$ cat src/rtl/irt_pkg.sv
// Shared status codes and queue sizing for the interval reservation table.
package irt_pkg;

  // Result codes carried on the status port
  typedef enum logic [1:0] {
    ST_BOOKED    = 2'd0,
    ST_CONFLICT  = 2'd1,
    ST_FULL      = 2'd2,
    ST_MALFORMED = 2'd3
  } status_t;

  // Depth of the queue between the front and back parts
  localparam int QDEPTH = 2;

endpackage

$ cat src/rtl/irt_queue.sv
// Short request queue between the classifier front and the scan back end.
module irt_queue #(
  parameter int WIDTH = 65
) (
  input  logic             clk,
  input  logic             rst,
  input  logic             push,
  input  logic [WIDTH-1:0] push_data,
  output logic             full,
  input  logic             pop,
  output logic             avail,
  output logic [WIDTH-1:0] pop_data
);

  localparam int PTR_W = (irt_pkg::QDEPTH > 1) ? $clog2(irt_pkg::QDEPTH) : 1;
  localparam int CNT_W = $clog2(irt_pkg::QDEPTH + 1);

  logic [WIDTH-1:0] slots [irt_pkg::QDEPTH];
  logic [PTR_W-1:0] wr_ptr;
  logic [PTR_W-1:0] rd_ptr;
  logic [CNT_W-1:0] fill;

  logic do_push;
  logic do_pop;

  assign full     = (fill == CNT_W'(irt_pkg::QDEPTH));
  assign avail    = (fill != '0);
  assign pop_data = slots[rd_ptr];
  assign do_push  = push && !full;
  assign do_pop   = pop && avail;

  // Payload storage, no reset needed
  always_ff @(posedge clk) begin
    if (do_push) begin
      slots[wr_ptr] <= push_data;
    end
  end

  // Pointers and fill level
  always_ff @(posedge clk) begin
    if (rst) begin
      wr_ptr <= '0;
      rd_ptr <= '0;
      fill   <= '0;
    end else begin
      if (do_push) begin
        wr_ptr <= (wr_ptr == PTR_W'(irt_pkg::QDEPTH - 1)) ? '0 : wr_ptr + 1'b1;
      end
      if (do_pop) begin
        rd_ptr <= (rd_ptr == PTR_W'(irt_pkg::QDEPTH - 1)) ? '0 : rd_ptr + 1'b1;
      end
      if (do_push && !do_pop) begin
        fill <= fill + 1'b1;
      end else if (do_pop && !do_push) begin
        fill <= fill - 1'b1;
      end
    end
  end

endmodule

$ cat src/rtl/irt_front.sv
// Front end: takes request beats, flags malformed intervals, feeds the queue.
module irt_front #(
  parameter int TIME_BITS = 32
) (
  input  logic                   clk,
  input  logic                   rst,
  input  logic                   in_valid,
  output logic                   in_stall,
  input  logic [TIME_BITS-1:0]   start_time,
  input  logic [TIME_BITS-1:0]   end_time,
  output logic                   push,
  output logic [2*TIME_BITS:0]   push_data,
  input  logic                   q_full
);

  logic                 held;
  logic [TIME_BITS-1:0] held_start;
  logic [TIME_BITS-1:0] held_end;
  logic                 held_bad;
  logic                 take;

  assign in_stall  = held && q_full;
  assign take      = in_valid && !in_stall;
  assign push      = held && !q_full;
  assign push_data = {held_bad, held_start, held_end};

  // Holding register, payload part
  always_ff @(posedge clk) begin
    if (take) begin
      held_start <= start_time;
      held_end   <= end_time;
      // empty or reversed interval
      held_bad   <= (start_time >= end_time);
    end
  end

  // Holding register, valid flag
  always_ff @(posedge clk) begin
    if (rst) begin
      held <= 1'b0;
    end else if (take) begin
      held <= 1'b1;
    end else if (push) begin
      held <= 1'b0;
    end
  end

endmodule

$ cat src/rtl/irt_back.sv
// Back end: scans stored intervals from memory, books the request, drives the result.
module irt_back #(
  parameter int ENTRIES   = 64,
  parameter int TIME_BITS = 32
) (
  input  logic                 clk,
  input  logic                 rst,
  input  logic                 q_avail,
  input  logic [2*TIME_BITS:0] q_data,
  output logic                 q_pop,
  output logic                 out_valid,
  input  logic                 out_stall,
  output logic [1:0]           status
);

  localparam int IDX_W = (ENTRIES > 1) ? $clog2(ENTRIES) : 1;
  localparam int CNT_W = $clog2(ENTRIES + 1);

  typedef enum logic [1:0] {
    S_IDLE,
    S_SCAN,
    S_FINISH
  } state_t;

  state_t state;

  logic [TIME_BITS-1:0] slot_start [ENTRIES];
  logic [TIME_BITS-1:0] slot_end   [ENTRIES];

  logic [CNT_W-1:0]     booked_count;
  logic [CNT_W-1:0]     issue;
  logic                 rd_pending;
  logic [TIME_BITS-1:0] rd_start;
  logic [TIME_BITS-1:0] rd_end;
  logic                 conflict;
  logic [TIME_BITS-1:0] cur_start;
  logic [TIME_BITS-1:0] cur_end;
  irt_pkg::status_t     pend_status;
  irt_pkg::status_t     out_status;

  logic issue_more;
  logic scan_done;
  logic hit;
  logic do_book;
  logic out_free;

  assign issue_more = (issue < booked_count);
  assign scan_done  = (state == S_SCAN) && !issue_more && !rd_pending;
  assign hit        = rd_pending && (cur_start < rd_end) && (rd_start < cur_end);
  assign do_book    = scan_done && !conflict && (booked_count < CNT_W'(ENTRIES));
  assign out_free   = !out_valid || !out_stall;
  assign q_pop      = (state == S_IDLE) && q_avail;
  assign status     = out_status;

  // Interval memory: one registered read per cycle, one write at booking
  always_ff @(posedge clk) begin
    if (do_book) begin
      slot_start[booked_count[IDX_W-1:0]] <= cur_start;
      slot_end[booked_count[IDX_W-1:0]]   <= cur_end;
    end
    rd_start <= slot_start[issue[IDX_W-1:0]];
    rd_end   <= slot_end[issue[IDX_W-1:0]];
  end

  // Current request payload
  always_ff @(posedge clk) begin
    if (q_pop) begin
      cur_start <= q_data[2*TIME_BITS-1:TIME_BITS];
      cur_end   <= q_data[TIME_BITS-1:0];
    end
  end

  // Sequencer: pop, scan, decide, hand off the result beat
  always_ff @(posedge clk) begin
    if (rst) begin
      state        <= S_IDLE;
      booked_count <= '0;
      issue        <= '0;
      rd_pending   <= 1'b0;
      conflict     <= 1'b0;
      pend_status  <= irt_pkg::ST_BOOKED;
      out_valid    <= 1'b0;
      out_status   <= irt_pkg::ST_BOOKED;
    end else begin
      // result beat taken; a new one in S_FINISH sets it again
      if (out_valid && !out_stall && (state != S_FINISH)) begin
        out_valid <= 1'b0;
      end
      case (state)
        S_IDLE: begin
          issue      <= '0;
          rd_pending <= 1'b0;
          conflict   <= 1'b0;
          if (q_avail) begin
            if (q_data[2*TIME_BITS]) begin
              pend_status <= irt_pkg::ST_MALFORMED;
              state       <= S_FINISH;
            end else begin
              state <= S_SCAN;
            end
          end
        end
        S_SCAN: begin
          rd_pending <= issue_more;
          if (issue_more) begin
            issue <= issue + 1'b1;
          end
          if (hit) begin
            conflict <= 1'b1;
          end
          if (scan_done) begin
            if (conflict) begin
              pend_status <= irt_pkg::ST_CONFLICT;
            end else if (do_book) begin
              pend_status  <= irt_pkg::ST_BOOKED;
              booked_count <= booked_count + 1'b1;
            end else begin
              pend_status <= irt_pkg::ST_FULL;
            end
            state <= S_FINISH;
          end
        end
        S_FINISH: begin
          if (out_free) begin
            out_valid  <= 1'b1;
            out_status <= pend_status;
            state      <= S_IDLE;
          end
        end
        default: begin
          state <= S_IDLE;
        end
      endcase
    end
  end

`ifndef SYNTHESIS
  // Table never holds more than its capacity
  a_count_bound: assert property (@(posedge clk) disable iff (rst)
    booked_count <= CNT_W'(ENTRIES))
    else $error("booked count beyond table capacity");

  // Count only grows, by one, and only after a scan
  a_count_step: assert property (@(posedge clk) disable iff (rst)
    !$past(rst) && (booked_count != $past(booked_count)) |->
      (booked_count == $past(booked_count) + 1'b1) && $past(state == S_SCAN))
    else $error("booked count changed outside a booking");

  // A booking always reports booked on the next result
  a_book_status: assert property (@(posedge clk) disable iff (rst)
    do_book |=> (pend_status == irt_pkg::ST_BOOKED) && (state == S_FINISH))
    else $error("booking without booked status");

  // A new request is never popped while a scan read is still in flight
  a_pop_clean: assert property (@(posedge clk) disable iff (rst)
    q_pop |-> !rd_pending || (state == S_IDLE))
    else $error("pop during active scan");
`endif

endmodule

$ cat src/rtl/interval_reservation_table_top.sv
// Top level of the interval reservation table: front, queue and back end.
//
// Usage:
//   Request channel: in_valid / in_stall with start_time and end_time, a
//   half-open interval [start_time, end_time). A beat is taken at a rising
//   edge with in_valid high and in_stall low.
//   Result channel: out_valid / out_stall with status (0 booked, 1 overlaps
//   a stored interval, 2 table full, 3 start not below end). One result
//   beat per request, in request order.
//   Order: a request passes the front register and the queue; the back end
//   then pops it, reads the N stored intervals from memory one per cycle,
//   waits for the last registered read, decides and hands off the result.
//   Malformed requests skip the scan. The back end takes a new request only
//   after the last one's result is handed off, so throughput is set by the
//   one-read-per-cycle scan of the interval memory and by result stalls.
//   Reset (rst, synchronous) empties the table, the queue and the front
//   register; memory contents are not cleared, and entries beyond the count
//   are never compared. When the receiver stalls, the result register holds;
//   the back end then waits, the queue fills and in_stall rises.
module interval_reservation_table_top #(
  parameter int ENTRIES   = 64,
  parameter int TIME_BITS = 32
) (
  input  logic                 clk,
  input  logic                 rst,
  input  logic                 in_valid,
  output logic                 in_stall,
  input  logic [TIME_BITS-1:0] start_time,
  input  logic [TIME_BITS-1:0] end_time,
  output logic                 out_valid,
  input  logic                 out_stall,
  output logic [1:0]           status
);

  localparam int QW = 2 * TIME_BITS + 1;

  logic          push;
  logic [QW-1:0] push_data;
  logic          q_full;
  logic          q_pop;
  logic          q_avail;
  logic [QW-1:0] q_data;

  irt_front #(
    .TIME_BITS (TIME_BITS)
  ) u_front (
    .clk        (clk),
    .rst        (rst),
    .in_valid   (in_valid),
    .in_stall   (in_stall),
    .start_time (start_time),
    .end_time   (end_time),
    .push       (push),
    .push_data  (push_data),
    .q_full     (q_full)
  );

  irt_queue #(
    .WIDTH (QW)
  ) u_queue (
    .clk       (clk),
    .rst       (rst),
    .push      (push),
    .push_data (push_data),
    .full      (q_full),
    .pop       (q_pop),
    .avail     (q_avail),
    .pop_data  (q_data)
  );

  irt_back #(
    .ENTRIES   (ENTRIES),
    .TIME_BITS (TIME_BITS)
  ) u_back (
    .clk       (clk),
    .rst       (rst),
    .q_avail   (q_avail),
    .q_data    (q_data),
    .q_pop     (q_pop),
    .out_valid (out_valid),
    .out_stall (out_stall),
    .status    (status)
  );

endmodule

$ cat config.mk
export PLATFORM = sky130hd
export DESIGN_NAME = interval_reservation_table_top
export DESIGN_NICKNAME = d
export VERILOG_FILES = /design/src/rtl/irt_pkg.sv /design/src/rtl/irt_queue.sv /design/src/rtl/irt_front.sv /design/src/rtl/irt_back.sv /design/src/rtl/interval_reservation_table_top.sv
export SDC_FILE = /design/constraint.sdc
export NUM_CORES = 2
export LEC_CHECK = 0
export BUFFER_PORTS_ARGS = -buffer_cell sky130_fd_sc_hd__buf_4
export CORE_MARGIN = 10
export CORE_UTILIZATION = 50
export DETAILED_ROUTE_END_ITERATION = 8
export GPL_TIMING_DRIVEN = 0
export HOLD_SLACK_MARGIN = 0.15
export PLACE_DENSITY = 0.65
export RECOVER_POWER = 50
export SYNTH_ARGS = -nofsm -noshare
export SYNTH_HDL_FRONTEND = slang
export SYNTH_HIERARCHICAL = 1
export SYNTH_MEMORY_MAX_BITS = 65536
export SYNTH_SLANG_ARGS = --single-unit
$ cat constraint.sdc
create_clock -name clk -period 8.3 [get_ports clk]
set_input_delay 1.245 -clock clk [delete_from_list [all_inputs] [get_ports clk]]
set_output_delay 1.245 -clock clk [all_outputs]
set_load 0.02 [all_outputs]
==> out/results.ini <==
[cells_and_area]
final_nets = 8546
syn_to_final_growth_pct = 15.31
regArea_mm2 = 0.1326
final_cell_mix = edfxtp_1, mux4_2, clkbuf_1
layout-drive-gt1-share_pct = 28.41
multi_input_area_mm2 = 0.03539
fillers = 23890
final_common_cell = edfxtp_1

[pwr]
netSwitchingFraction_pct = 24.23
combPwrFrac_pct = 8.0
pwr-share-clk_pct = 37.1
power_leakage_nw = 60.07
p_seq_share_pct = 54.9
p_per_area_mw_per_mm2 = 263.3
internal_power_mw = 39.09
p_sw_mw = 12.50
irDropWorstVdd_v = 0.0002241

[cts]
ctsHoldBuffers = 0
clockBufferDepth = 4
cts_buffers = 424
cts_setup_buffers = 0
numClockSinks = 4448
cts_resized = 0
htreeDepth = 5
clk_latency_ns = 1.00
clkSlewWorstSetupHoldPaths_ns = 0.07
cts_tree = built
clockRootBuffer = clkbuf_16

[status]
status = finished, violations left
violations = max-capacitance violations, max-slew violations

[global_route]
grt_start_max_net_pins = 66
track_usage_pct = 27.97
grt_pass1_wl_mm = 707.3
antenna_found_initial = 27
grt_pass1_vias = 86010
overflow = 0

[yosys]
syn_inst = 7382
synth-main-ff-cell = edfxtp_1
synthArstFlopShare_pct = 0
ys_seq_area_share_pct = 78.07
synth_edf_count = 4355
synthesis.area_mm2 = 0.1699
syn_area_per_cell_um2 = 23.02
ys_types = 58
mappedNetlistNets = 7553
synth-seq-cells = 4448
yosys_warnings = 6

[routing]
via_count = 88520
routed_wl_mm = 518.8
via_per_inst = 6.676
drc = 0
dr.pass1.iters = 9
wire_per_inst_um = 39.13
drtIter0Drc = 15850
ant_nets = 0

[sta]
tns_ns = 0
fmax_mhz = 174.3
skew_ns = 0.05972
period_share_pct = 69.14
whs_ns = 0.4448
final_max_slew_viol_count = 1048
max_slew.worst_pin.slew_ns = 3.708
setup_violations = 0
finalHoldViolations = 0
period_minus_slack_ns = 5.738
maxSlewHeadroom_pct = -147.2
rsz0062_at_grt = no

[floorplan]
fp.dieH_um = 602.9
dieArea_mm2 = 0.3635
core_mm2 = 0.3374
ios = 72
fp-row-count = 213
die_x_um = 602.9
start_util_pct = 50.36

[critical_path]
crit_start = u_back/issue[5]$_SDFFE_PP0P_
critical_path.max_fanout = 10
timing.rr.start = u_back/issue[5]$_SDFFE_PP0P_
end_kind = register
arrival_ns = 6.51
reg2reg_slack_ns = 2.56
crit_type = register to register
cp.required_ns = 9.07
reg2regPathDepth = 7
start_kind = register

[worst_hold_path]
holdPathStages = 0
worstHoldStart = u_front/held_start[1]$_DFFE_PP_
hold_class = register to register

[placed_design]
gp_congestion = 0.9120
hpwlAfterDp_mm = 361.1
io_buffers = 71

[job]
drv_cap = 36

## worst max-delay path, stage by stage (launching register included)
cell and delay [ns]:
dfxtp_1 0.98, buf_2 0.72, clkbuf_1 0.88, clkbuf_1 0.86, mux2i_1 0.22, a22oi_1 0.35, a21oi_1 0.25, nor3_1 1.21
## final timing paths
| kind | end |
|---|---|
| max | u_back/rd_end[21]$_DFF_P_ |
| max reg2reg | u_back/rd_end[21]$_DFF_P_ |
| min reg2reg | u_queue/slots[0][33]$_DFFE_PP_ |
| min | u_queue/slots[0][33]$_DFFE_PP_ |
## power groups by stage
| stage | combinational [mW] | clock [mW] | sequential [mW] |
|---|---|---|---|
| 2_1_floorplan | 0.875 | 0 | 29.3 |
| 3_3_place_gp | 1.45 | 0 | 31.0 |
| 3_5_place_dp | 5.36 | 0 | 28.7 |
| 4_1_cts | 5.37 | 19.3 | 28.3 |
| 5_1_grt | 4.32 | 20.2 | 28.4 |
| 6_report | 4.12 | 19.1 | 28.3 |
## flip-flops by register name, summed over array words and instances (netlist names), 7 cells and up, named ones only
signal,count
u_back/cur_end,32
u_queue/slots,130
u_back/rd_end,32
u_back/rd_start,32
u_back/issue,7
u_back/cur_start,32
u_front/held_start,32
u_back/booked_count,7
u_back/slot_start,2048
u_front/held_end,32
u_back/slot_end,2048
## cell families after synthesis
| logic type | Yosys count | share of synthesized area [%] |
|---|---|---|
| AO/OA/AOI/OAI | 450 | 1.723 |
| XOR/XNOR | 4 | 0.02062 |
| adder cells (fa/ha/maj) | 103 | 0.7585 |
| buffers and inverters | 488 | 1.354 |
| flip-flops | 4448 | 78.07 |
| multiplexers | 1424 | 16.70 |
| AND/OR/NAND/NOR | 465 | 1.380 |
## stage by stage
stage          instances  worst slack (ns)  util, %  power, mW  instance area [um2]
6_report           13260             2.562    58.07      51.59               195900
5_1_grt            13240             2.963    58.05      52.85               195900
4_1_cts            13240             2.751    59.05      52.94               199200
3_5_place_dp       12460             2.808    55.03      34.10               185700
3_3_place_gp       11970            -7.639    52.19      32.45               176100
2_1_floorplan       7382             1.230        -      30.21               169900
## Yosys cell counts, types with 66 or more instances
| cell type | number | area [um2] |
|---|---|---|
| a211oi_1 | 94 | 705.7 |
| a21oi_1 | 130 | 650.6 |
| a22oi_1 | 66 | 495.5 |
| buf_2 | 134 | 670.6 |
| clkbuf_1 | 154 | 578.1 |
| dfxtp_1 | 93 | 1862 |
| edfxtp_1 | 4355 | 130800 |
| ha_1 | 103 | 1289 |
| inv_1 | 108 | 405.4 |
| mux2_2 | 142 | 1599 |
| mux2i_1 | 168 | 1682 |
| mux4_2 | 1114 | 25090 |
| nand2_1 | 75 | 281.5 |
| nor2_1 | 100 | 375.4 |
| nor2b_1 | 95 | 594.3 |
| nor3_1 | 88 | 440.4 |
## routing by layer
layer	share of wire (%)	global-route usage (%)	vias to the layer above
met5	0.0071	0	-
met2	44	41.10	7008
li1	-	-	33370
met4	6.5	14.08	6
met3	14	8.722	1427
met1	35	38.13	46710
## final cells by class
type / instances / share of cell area (%)
multi-input combinational: 2446 / 18.06
antenna: 21 / 0.02682
buffer: 380 / 0.9618
inverter: 108 / 0.2082
tap: 4515 / 2.883
timing repair buffer: 567 / 3.219
sequential: 4448 / 67.70
clock inverter: 240 / 1.151
clock buffer: 534 / 5.785
Note: power is estimated with default switching activity, not from simulation.
